`src/hw/rtl/pair_pooled_deviation_edge_conf_defines.svh`:
```
// ----------------------------------------------------------------------------
// Assertion macros for the pooled-deviation edge block
// Shared property forms with the block clock and reset built in.
// ----------------------------------------------------------------------------
`ifndef PAIR_POOLED_DEVIATION_EDGE_CONF_DEFINES_SVH
`define PAIR_POOLED_DEVIATION_EDGE_CONF_DEFINES_SVH

// Same-cycle implication, checked out of reset.
`define PPDEC_ASSERT_NOW(label, ante, cons) \
  label: assert property (@(posedge clk_i) disable iff (!rst_ni) (ante) |-> (cons)) \
    else $error("pooled deviation edge: same-cycle check failed");

// Next-cycle implication, checked out of reset.
`define PPDEC_ASSERT_NEXT(label, ante, cons) \
  label: assert property (@(posedge clk_i) disable iff (!rst_ni) (ante) |=> (cons)) \
    else $error("pooled deviation edge: next-cycle check failed");

`endif

```
`src/hw/rtl/ppdec_pkg.sv`:
```
// ----------------------------------------------------------------------------
// Pooled-deviation edge package
// Request and result types, register indexes and fixed constants.
// ----------------------------------------------------------------------------
package ppdec_pkg;

  // Configuration register indexes.
  typedef enum logic [1:0] {
    REG_BORDER_VALUE  = 2'd0,
    REG_DEV_THRESHOLD = 2'd1,
    REG_OWN_DEV_RATIO = 2'd2
  } reg_idx_e;

  localparam logic [12:0] CONF_EDGE      = 13'd100;
  localparam logic [12:0] BORDER_RESET   = 13'd8191;
  localparam logic [9:0]  RATIO_RESET    = 10'd410;
  localparam int unsigned THRESHOLD_BASE = 20;

  // One request: a neighbour pair.
  typedef struct packed {
    logic        pair_valid;
    logic [11:0] first_red;
    logic [11:0] first_green;
    logic [11:0] first_blue;
    logic [11:0] second_red;
    logic [11:0] second_green;
    logic [11:0] second_blue;
    logic [25:0] first_mean_sq_mag;
    logic [25:0] second_mean_sq_mag;
    logic [12:0] first_std_dev;
    logic [12:0] second_std_dev;
  } in_t;

  // One result.
  typedef struct packed {
    logic [12:0] gradient;
    logic [12:0] confidence;
  } out_t;

  // Data that rides along the square-root pipeline.
  typedef struct packed {
    logic        pair_valid;
    logic [12:0] first_std_dev;
    logic [12:0] second_std_dev;
  } side_t;

endpackage

```
`src/hw/rtl/ppdec_sqrt_pipe.sv`:
```
// ----------------------------------------------------------------------------
// Pipelined integer square root
// Floors the root of a 26-bit value, one result bit per register stage.
// ----------------------------------------------------------------------------
module ppdec_sqrt_pipe (
  input  logic                clk_i,
  input  logic                rst_ni,
  input  logic                vld_i,
  input  logic [25:0]         rad_i,
  input  ppdec_pkg::side_t    side_i,
  output logic                vld_o,
  output logic [12:0]         root_o,
  output ppdec_pkg::side_t    side_o
);

  localparam int unsigned Stages = 13;

  logic             vld_q  [Stages];
  logic [25:0]      rad_q  [Stages];
  logic [13:0]      rem_q  [Stages];
  logic [12:0]      root_q [Stages];
  ppdec_pkg::side_t side_q [Stages];

  for (genvar i = 0; i < Stages; i++) begin : g_stage
    logic             vld_prev;
    logic [25:0]      rad_prev;
    logic [13:0]      rem_prev;
    logic [12:0]      root_prev;
    ppdec_pkg::side_t side_prev;
    logic [15:0]      cur;
    logic [15:0]      trial;
    logic             ge;

    if (i == 0) begin : g_first
      assign vld_prev  = vld_i;
      assign rad_prev  = rad_i;
      assign rem_prev  = '0;
      assign root_prev = '0;
      assign side_prev = side_i;
    end else begin : g_next
      assign vld_prev  = vld_q[i-1];
      assign rad_prev  = rad_q[i-1];
      assign rem_prev  = rem_q[i-1];
      assign root_prev = root_q[i-1];
      assign side_prev = side_q[i-1];
    end

    // Bring down two radicand bits and try the next root bit.
    assign cur   = {rem_prev, rad_prev[25:24]};
    assign trial = {1'b0, root_prev, 2'b01};
    assign ge    = (cur >= trial);

    always_ff @(posedge clk_i or negedge rst_ni) begin
      if (!rst_ni) begin
        vld_q[i] <= 1'b0;
      end else begin
        vld_q[i] <= vld_prev;
      end
    end

    always_ff @(posedge clk_i) begin
      rad_q[i]  <= {rad_prev[23:0], 2'b00};
      rem_q[i]  <= ge ? 14'(cur - trial) : cur[13:0];
      root_q[i] <= {root_prev[11:0], ge};
      side_q[i] <= side_prev;
    end
  end

  assign vld_o  = vld_q[Stages-1];
  assign root_o = root_q[Stages-1];
  assign side_o = side_q[Stages-1];

endmodule

```
`src/hw/rtl/pair_pooled_deviation_edge_conf.sv`:
```
// ----------------------------------------------------------------------------
// Pooled-deviation edge gradient and confidence
// Pools the statistics of a neighbour pair into a deviation and a confidence.
// ----------------------------------------------------------------------------
// A request is taken at each rising edge with start high and busy low; busy
// stays low, so one request can be taken in every cycle. Each request makes
// exactly one result on rsp_o, shown for one cycle with done_o high, after it
// passes the pipeline in order: sums, squares, variance, thirteen square-root
// stages (one root bit each), the ratio multiply and the final compare.
// Results leave in request order and cannot be held off by the receiver.
// Configuration is written through cfg_we_i, cfg_idx_i and cfg_data_i; the
// user must do so only while no request is in flight, as the block does not
// enforce it. An unknown index is ignored.
// Reset empties the pipeline and loads border value 8191, threshold
// 20 << COLOR_FRAC_BITS and ratio 410 (about 0.4).
// A pair without both neighbours returns the border value in both fields.
// ----------------------------------------------------------------------------
`include "pair_pooled_deviation_edge_conf_defines.svh"

module pair_pooled_deviation_edge_conf #(
  parameter int unsigned COLOR_FRAC_BITS = 4
) (
  input  logic               clk_i,
  input  logic               rst_ni,
  input  logic               start,
  output logic               busy,
  input  ppdec_pkg::in_t     req_i,
  output logic               done_o,
  output ppdec_pkg::out_t    rsp_o,
  input  logic               cfg_we_i,
  input  logic [1:0]         cfg_idx_i,
  input  logic [12:0]        cfg_data_i
);

  logic [12:0] border_q, thr_q;
  logic [9:0]  ratio_q;

  // Configuration registers.
  always_ff @(posedge clk_i or negedge rst_ni) begin
    if (!rst_ni) begin
      border_q <= ppdec_pkg::BORDER_RESET;
      thr_q    <= 13'(ppdec_pkg::THRESHOLD_BASE << COLOR_FRAC_BITS);
      ratio_q  <= ppdec_pkg::RATIO_RESET;
    end else if (cfg_we_i) begin
      unique case (ppdec_pkg::reg_idx_e'(cfg_idx_i))
        ppdec_pkg::REG_BORDER_VALUE:  border_q <= cfg_data_i;
        ppdec_pkg::REG_DEV_THRESHOLD: thr_q    <= cfg_data_i;
        ppdec_pkg::REG_OWN_DEV_RATIO: ratio_q  <= cfg_data_i[9:0];
        default: ;
      endcase
    end
  end

  assign busy = 1'b0;
  logic take;
  assign take = start && !busy;

  // Valid bits of the stages outside the root pipeline.
  logic p1_vld_q, p2_vld_q, p3_vld_q, p4_vld_q, done_q;
  logic sq_vld;

  always_ff @(posedge clk_i or negedge rst_ni) begin
    if (!rst_ni) begin
      p1_vld_q <= 1'b0;
      p2_vld_q <= 1'b0;
      p3_vld_q <= 1'b0;
      p4_vld_q <= 1'b0;
      done_q   <= 1'b0;
    end else begin
      p1_vld_q <= take;
      p2_vld_q <= p1_vld_q;
      p3_vld_q <= p2_vld_q;
      p4_vld_q <= sq_vld;
      done_q   <= p4_vld_q;
    end
  end

  // Stage 1: channel sums and twice the summed mean squares.
  logic [12:0]      p1_sum_q [3];
  logic [27:0]      p1_ams_q;
  ppdec_pkg::side_t p1_side_q;
  logic [26:0]      ams_sum;
  assign ams_sum = {1'b0, req_i.first_mean_sq_mag} + {1'b0, req_i.second_mean_sq_mag};

  always_ff @(posedge clk_i) begin
    p1_sum_q[0] <= {1'b0, req_i.first_red}   + {1'b0, req_i.second_red};
    p1_sum_q[1] <= {1'b0, req_i.first_green} + {1'b0, req_i.second_green};
    p1_sum_q[2] <= {1'b0, req_i.first_blue}  + {1'b0, req_i.second_blue};
    p1_ams_q    <= {ams_sum, 1'b0};
    p1_side_q   <= '{pair_valid:     req_i.pair_valid,
                     first_std_dev:  req_i.first_std_dev,
                     second_std_dev: req_i.second_std_dev};
  end

  // Stage 2: squares of the channel sums.
  logic [25:0]      p2_sq_q [3];
  logic [27:0]      p2_ams_q;
  ppdec_pkg::side_t p2_side_q;

  always_ff @(posedge clk_i) begin
    for (int c = 0; c < 3; c++) begin
      p2_sq_q[c] <= 26'(p1_sum_q[c]) * 26'(p1_sum_q[c]);
    end
    p2_ams_q  <= p1_ams_q;
    p2_side_q <= p1_side_q;
  end

  // Stage 3: four times the pooled variance, clamped at zero, then quartered.
  logic [27:0]      sq_total;
  logic [25:0]      p3_rad_q;
  ppdec_pkg::side_t p3_side_q;
  assign sq_total = {2'b00, p2_sq_q[0]} + {2'b00, p2_sq_q[1]} + {2'b00, p2_sq_q[2]};

  always_ff @(posedge clk_i) begin
    if (p2_ams_q > sq_total) begin
      p3_rad_q <= 26'((p2_ams_q - sq_total) >> 2);
    end else begin
      p3_rad_q <= '0;
    end
    p3_side_q <= p2_side_q;
  end

  // Square root of the variance gives the gradient.
  logic [12:0]      sq_root;
  ppdec_pkg::side_t sq_side;

  ppdec_sqrt_pipe u_sqrt (
    .clk_i  (clk_i),
    .rst_ni (rst_ni),
    .vld_i  (p3_vld_q),
    .rad_i  (p3_rad_q),
    .side_i (p3_side_q),
    .vld_o  (sq_vld),
    .root_o (sq_root),
    .side_o (sq_side)
  );

  // Stage 4: ratio limit and threshold test.
  logic [22:0]      p4_lim_q;
  logic [12:0]      p4_grad_q;
  logic             p4_low_q;
  ppdec_pkg::side_t p4_side_q;

  always_ff @(posedge clk_i) begin
    p4_lim_q  <= 23'(sq_root) * 23'(ratio_q);
    p4_grad_q <= sq_root;
    p4_low_q  <= (sq_root < thr_q);
    p4_side_q <= sq_side;
  end

  // Stage 5: own-deviation checks and the result register.
  logic            dev_high;
  ppdec_pkg::out_t rsp_q;
  logic            out_pair_q;
  assign dev_high = ({p4_side_q.first_std_dev, 10'b0} > p4_lim_q) ||
                    ({p4_side_q.second_std_dev, 10'b0} > p4_lim_q);

  always_ff @(posedge clk_i) begin
    out_pair_q <= p4_side_q.pair_valid;
    if (!p4_side_q.pair_valid) begin
      rsp_q.gradient   <= border_q;
      rsp_q.confidence <= border_q;
    end else begin
      rsp_q.gradient   <= p4_grad_q;
      rsp_q.confidence <= (p4_low_q || dev_high) ? 13'd0 : ppdec_pkg::CONF_EDGE;
    end
  end

  assign done_o = done_q;
  assign rsp_o  = rsp_q;

  // A pair result only ever carries no confidence or full confidence.
  `PPDEC_ASSERT_NOW(a_conf_code, done_o && out_pair_q,
                    rsp_o.confidence == 13'd0 || rsp_o.confidence == ppdec_pkg::CONF_EDGE)
  // A taken request always enters the first stage.
  `PPDEC_ASSERT_NEXT(a_take_enters, take, p1_vld_q)

endmodule
```
`config.mk`:
```
export PLATFORM = sky130hd
export DESIGN_NAME = pair_pooled_deviation_edge_conf
export DESIGN_NICKNAME = d
export VERILOG_FILES = /design/src/hw/rtl/ppdec_pkg.sv /design/src/hw/rtl/ppdec_sqrt_pipe.sv /design/src/hw/rtl/pair_pooled_deviation_edge_conf.sv
export VERILOG_INCLUDE_DIRS = /design/src /design/src/hw/rtl
export SDC_FILE = /design/constraint.sdc
export NUM_CORES = 2
export LEC_CHECK = 0
export BUFFER_PORTS_ARGS = -buffer_cell sky130_fd_sc_hd__buf_4
export CORE_MARGIN = 2
export CORE_UTILIZATION = 56
export DETAILED_ROUTE_END_ITERATION = 10
export MAX_ROUTING_LAYER = met4
export PLACE_DENSITY = 0.72
export SYNTH_ARGS = -nofsm -noshare
export SYNTH_HDL_FRONTEND = slang
export SYNTH_HIERARCHICAL = 1
export SYNTH_SLANG_ARGS = --single-unit
```
`constraint.sdc`:
```
create_clock -name clk_i -period 5.5 [get_ports clk_i]
set_input_delay 0.55 -clock clk_i [delete_from_list [all_inputs] [get_ports clk_i]]
set_output_delay 0.55 -clock clk_i [all_outputs]
set_load 0.01 [all_outputs]
```
Word level (Yosys, flattened, before mapping)
Memories as Yosys holds them, arrays and structs flattened. A register that Yosys moved wholly into a read port is not among the register bits.
Index checks and enable logic that the tools add are counted.
{"block": "totals", "mem_count": 6, "wordCells": 108, "inputBits": 170, "latch_bits": 0, "ff_bits": 278, "romBits": 0, "mem_bits_rw": 1131}
{"memory": "u_sqrt.side_q", "depth": 13, "word_bits": 27, "read_ports": 13, "rd_ports_with_merged_regs": 1, "wr": 13, "line": "ppdec_sqrt_pipe.sv:22", "text": "ppdec_pkg::side_t side_q [Stages];"}
{"memory": "u_sqrt.rad_q", "depth": 13, "word_bits": 24, "read_ports": 12, "rd_ports_with_merged_regs": 0, "wr": 13, "line": "ppdec_sqrt_pipe.sv:19", "text": "logic [25:0] rad_q [Stages];"}
{"memory": "u_sqrt.rem_q", "depth": 13, "word_bits": 14, "read_ports": 12, "rd_ports_with_merged_regs": 0, "wr": 13, "line": "ppdec_sqrt_pipe.sv:20", "text": "logic [13:0] rem_q [Stages];"}
{"memory": "u_sqrt.root_q", "depth": 13, "word_bits": 13, "read_ports": 13, "rd_ports_with_merged_regs": 0, "wr": 13, "line": "ppdec_sqrt_pipe.sv:21", "text": "logic [12:0] root_q [Stages];"}
{"memory": "p2_sq_q", "depth": 3, "word_bits": 26, "read_ports": 3, "rd_ports_with_merged_regs": 0, "wr": 3, "line": "pair_pooled_deviation_edge_conf.sv:96", "text": "logic [25:0] p2_sq_q [3];"}
{"memory": "p1_sum_q", "depth": 3, "word_bits": 13, "read_ports": 3, "rd_ports_with_merged_regs": 0, "wr": 3, "line": "pair_pooled_deviation_edge_conf.sv:79", "text": "logic [12:0] p1_sum_q [3];"}
{"block": "classes", "mul": 4, "shifts": 0, "muxes": 15, "n_lt_le_gt_ge": 17, "addsub": 20, "n_div": 0, "bitwise_logic": 0, "n_eq_ne": 2, "n_reduce_logical": 6}
{"cell": "16-bit by 15-bit greater-or-equal comparator with 1-bit output", "count": 12}
{"cell": "14-bit two-way mux", "count": 13}
{"cell": "14-bit subtractor", "count": 12}
{"cell": "13-bit by 13-bit multiplier with 26-bit output", "count": 3}
{"cell": "26-bit by 26-bit adder with 27-bit output", "count": 2}
{"cell": "23-bit greater-than comparator", "count": 2}
{"cell": "12-bit by 12-bit adder with 13-bit output", "count": 3}
{"cell": "27-bit by 26-bit adder with 28-bit output", "count": 1}
{"cell": "28-bit greater-than comparator", "count": 1}
{"cell": "28-bit subtractor", "count": 1}
{"cell": "26-bit two-way mux", "count": 1}
{"cell": "13-bit by 10-bit multiplier with 23-bit output", "count": 1}
{"cell": "13-bit < comparator", "count": 1}
{"cell": "7-bit two-way mux", "count": 1}
{"cell": "2-bit AND reduction", "count": 3}
{"cell": "2-bit by 1-bit subtractor with 3-bit output, second input constant", "count": 1}
{"cell": "2-bit by 1-bit == test with 1-bit output, second input constant", "count": 1}
{"cell": "2-bit == test, second input constant", "count": 1}
{"cell": "2-bit by 1-bit greater-or-equal comparator with 1-bit output, second input constant", "count": 1}
{"cell": "2-bit logical NOT", "count": 1}
{"cell": "1-bit logical OR", "count": 2}

Logic depth before layout (Yosys ltp)
{"block": "logic_depth", "depth_word": 5, "depth_mapped": 24, "depth_no_buf": 23}

Hierarchy
The synthesis kept the hierarchy.
{"mod": "pair_pooled_deviation_edge_conf", "area_per_inst_um2": 33933.8, "n_inst": 1, "seq_area_each_um2": 8358.0, "cells_each": 3554}
{"mod": "ppdec_sqrt_pipe", "area_per_inst_um2": 21511.9, "n_inst": 1, "seq_area_each_um2": 15379.8, "cells_each": 1688}

Least setup slack after synthesis
Ideal clock, no wire load.
{"block": "synth_path", "path_type": "register to register", "start": "register ratio_q[1]", "end": "register p4_lim_q[22]", "path_slack_ps": 48, "t_required_ps": 5428, "arrival_time_ps": 5380, "path_buffers": 1, "path_stages_with_launch": 22, "cell_sequence": "dfstp_2 > clkbuf_1 > nand2_1 > fa_1 > inv_1 > fa_1 > inv_1 > fa_1 > inv_1 > fa_1 > inv_1 > fa_1 > inv_1 > ha_1 > or3_1 > o21ai_0 > a211o_1 > a31oi_1 > a31o_2 > a221o_1 > a21oi_1 > xnor2_1"}
{"block": "synth_via", "elab_chain_len": 1}
{"element": "start: declaration", "line": "pair_pooled_deviation_edge_conf.sv:36", "text": "logic [9:0] ratio_q;"}
{"element": "start signal: assignment", "line": "pair_pooled_deviation_edge_conf.sv:43", "text": "ratio_q <= ppdec_pkg::RATIO_RESET;"}
{"element": "start signal: assignment", "line": "pair_pooled_deviation_edge_conf.sv:48", "text": "ppdec_pkg::REG_OWN_DEV_RATIO: ratio_q <= cfg_data_i[9:0];"}
{"element": "13-bit by 10-bit multiplier with 23-bit output", "line": "pair_pooled_deviation_edge_conf.sv:145", "text": "p4_lim_q <= 23'(sq_root) * 23'(ratio_q);"}
{"element": "end signal: assignment", "line": "pair_pooled_deviation_edge_conf.sv:145"}
{"element": "end: declaration", "line": "pair_pooled_deviation_edge_conf.sv:139", "text": "logic [22:0] p4_lim_q;"}
Every way passes these cells.
A chain may end at the register's enable or synchronous reset.

Final worst setup path
Ends and elaborated chain as after synthesis.

==> metrics <==
Bufs and invs on worst path=5; DRC=0; total wire length=99.27 mm; ANT cells=0; largest family of logic cells by synthesized area=adder cells; status=finished, final reports clean; CP dominant cell by count=fa_1; register area share after synthesis=42.81%; reg2reg end=p4_lim_q[22]; asr flop ratio synth=4.611%; clock buffer count from CTS=108; post-synthesis instance total=around 5200; cell family with most CP delay=adder cells; average wire per standard cell=14.29 microns; Req. time, crit path=6110 ps; H-tree depth=3; Placed Cells=6712; TritonRoute pass-1 iters=5; TNS Setup=0 ps; Cells on Worst Hold Path=2; GRT Total Usage=between 20% and 30%; vias per cell=approximately 5; Synth Warn #=6; CP Launch Point=ratio_q[1]; chip width=318.7 microns; final instance area=63190 sq um; CTS tree=done; Multi-input gate area=28160 sq um; first-pass GRT wire length=168.9 mm; drt initial violations=1396; crit-path max FO=3; CP Data Arrival Time=5910 ps; Critical Path Sink Type=register; Slew @ Worst Pin=1142 ps; CP Capture Point=p4_lim_q[22]; critical path class=register to register; antenna-violating nets left=0; Slowest-stage cell, CP=dfstp_2; ys flop type=dfxtp_1; clock slew seen by the registers of the worst setup and hold paths=80 ps; Final Cycle Share=96.38%; Worst Skew=roughly 28 ps; CTS root buffer=clkbuf_16; worst-path cell chain=nand2_2 -> fa_1 -> inv_1 -> fa_1 -> inv_1 -> fa_1 -> inv_2 -> fa_1 -> inv_1 -> fa_1 -> inv_2 -> ha_4 -> or3_4 -> o21ai_4 -> a211o_1 -> a31oi_4 -> a31o_4 -> a221o_1 -> a21oi_2 -> xnor2_1; critical path launch point type=register; vias=34880; Nets=6671; initial antenna violation count=0; Final min period=5301 ps; Compound-Gate Fraction of Synth Area=between 8 and 9%; Cell Count, Final, Fillers Out=6949; Buffers on Ports=196; Post-Synth XOR/XNOR Area=4.707%; total core area=98280 sq um; Crit path depth=20; worst r2r src=ratio_q[1]; Post-synth EDFFs=0; slowest stage delay, CP=approximately 550 ps; worst hold path class=primary input to register; largest net degree at the start of global routing=55; FILL cells=7704; Post-Syn Nets=between 6000 and 7000; global-route congestion overflow total=0; P&R area growth vs syn=13.96%; later-pin clock latency in the skew report=~690 ps; vias in the first global route=36420; synth unique cells=93; reg-to-reg slack, setup=about 200 ps; CTS sink count=~1200; top-area cell type share of the netlist area=40.33%; HPWL Detailed=76.56 mm; mux contribution to synthesized area=around 1.5%; Die Y=318.7 microns; clk buf depth=3; syn avg cell area=10.58 sq um; full die area=between 100000 and 150000 sq um; Synth area leader=dfxtp_1; Slew Viols, Final=0; Area after DPL=58780 sq um; share of cells above drive strength 1=12.05%; R2R depth=20; Register Area=~24000 sq um; GPL Wtd Cong=approximately 0.87; synthesized-area fraction occupied by adder cells=26.45%; Synth Cell Area=55450 sq um; Starting Density=56.42%; flops & latches, synth=1171; Fmax achieved=0.1886 GHz; cell row count=115; io pins=198; Area contributors post-synth=dfxtp_1, fa_1, ha_1; post-synthesis simple-gate area fraction=9.514%; Final Hold Fails=0; Max Cap Viol=0; max_slew headroom=approximately a quarter; final setup fails=0
metal layers:
metal | vias to the layer above | track usage [%] | wire length [microns]
met4 | 0 | 6.340 | 2686
met2 | 558 | 38.07 | 52590
met5 | - | - | 0
met3 | 192 | 3.002 | 3516
li1 | 17430 | - | -
met1 | 16700 | 22.91 | 40480
how the worst min path moves through the flow:
stage / end / startpoint / slack (ps)
after CTS: p1_sum_q[0][0] / req_i[138] / 40
after global placement: u_sqrt/side_q[10][9] / u_sqrt/side_q[9][9] / 310
after floorplan: done_o / rst_ni / 250
final: p1_sum_q[0][0] / req_i[138] / 80
after detailed placement: p2_ams_q[18] / p1_ams_q[18] / 310
after global routing: p1_sum_q[0][26] / req_i[114] / 50
stage by stage:
step | util [%] | worst slack [ps] | hold slack [ps]
2_1_floorplan | - | 47.71 | 254.4
3_3_place_gp | 59.81 | 75.38 | 309.5
3_5_place_dp | 59.81 | -0.1208 | 312.1
4_1_cts | 63.93 | 4.382 | 41.33
5_1_grt | 64.30 | -40.14 | 50.87
6_report | 64.30 | 199.2 | 82.93
cells in the final DEF, fill, tap and decap left out, types with 11 or more instances in the layout:
master	n
fa_1	407
xor2_1	118
o21ai_1	15
dlygate4sd3_1	29
a21o_1	115
clkbuf_8	26
o21a_1	47
o31ai_1	19
o21ai_0	126
o211ai_1	12
and3_1	22
dfstp_2	20
or3_1	22
nand3_1	53
clkinv_2	19
nor2b_1	57
xnor2_1	180
buf_4	285
o31a_1	11
nor4_1	15
inv_1	892
ha_1	516
nor2_1	207
nand2b_1	24
a21oi_1	214
o21bai_1	21
nor3_1	49
clkbuf_16	109
mux2_2	69
a211oi_1	14
nand2_1	357
clkbuf_1	11
dfrtp_1	33
dfxtp_1	1086
dfxtp_2	22
a31oi_1	12
nand4_1	29
and2_1	167
what timing repair did:
action / CTS / global route
pin swaps: 1 / 22
hold buffers: 29 / 0
endpoints found under the hold margin: 62 / 0
setup endpoints to repair: 2 / 42
gates resized for setup: 2 / 90
setup buffers: 0 / 9
kinds of logic (layout without fill, tap and decap cells):
kind of cell	count (synthesis)	after routing
AO/OA/AOI/OAI	705	705
XOR/XNOR	298	298
adder cells (fa/ha/maj)	928	928
buffers and inverters	994	1414
flip-flops	1171	1171
multiplexers	75	75
other	2	2
AND/OR/NAND/NOR	1069	1069
sequential cells by signal (all words and copies together), names as in the netlist, 23 cells and up:
| name | cells |
|---|---|
| u_sqrt/side_q | 351 |
| u_sqrt/rad_q | 156 |
| u_sqrt/rem_q | 154 |
| u_sqrt/root_q | 91 |
| p2_sq_q | 75 |
| p1_sum_q | 39 |
| p1_ams_q | 27 |
| p1_side_q | 27 |
| p2_ams_q | 27 |
| p2_side_q | 27 |
| p3_side_q | 27 |
| p4_side_q | 27 |
| p3_rad_q | 26 |
| rsp_o | 26 |
| p4_lim_q | 23 |
synthesized netlist by cell type, types with 5 or more instances:
cell type and instances:
a21o_1 115, a31o_2 10, nand4_1 29, o31ai_1 19, nor3b_1 6, a31oi_1 13, nand3_1 53, fa_1 407
mux2_2 69, and2_1 167, a311oi_1 5, a211oi_1 15, nor2_1 209, dfrtp_1 34, o31a_1 11, nor3_1 54
inv_1 894, a21oi_1 221, o21ai_1 14, ha_1 521, xor2_1 118, o211ai_1 12, and3_1 22, dfxtp_1 1117
nor2b_1 57, or2_2 10, or4_1 6, and4_1 7, nand2_1 359, buf_4 6, a211o_1 6, clkbuf_1 78
xnor2_1 180, dfstp_2 20, o21bai_1 21, nand3b_1 9, a21boi_1 7, o21a_1 47, buf_2 12, nand2b_1 24
or3_1 23, nor4_1 15, o21ai_0 131
layout make-up:
type,instances,area share (%)
Multi-Input combinational cell,3077,44.56
Sequential cell,1171,37.67
Clock inverter,53,1.000
Clock buffer,146,4.948
Tap cell,1287,2.548
Timing Repair Buffer,319,3.954
Inverter,896,5.323
Power is not shown: default switching activity piles up to over one toggle a cycle in this logic, so the estimate is an artifact.
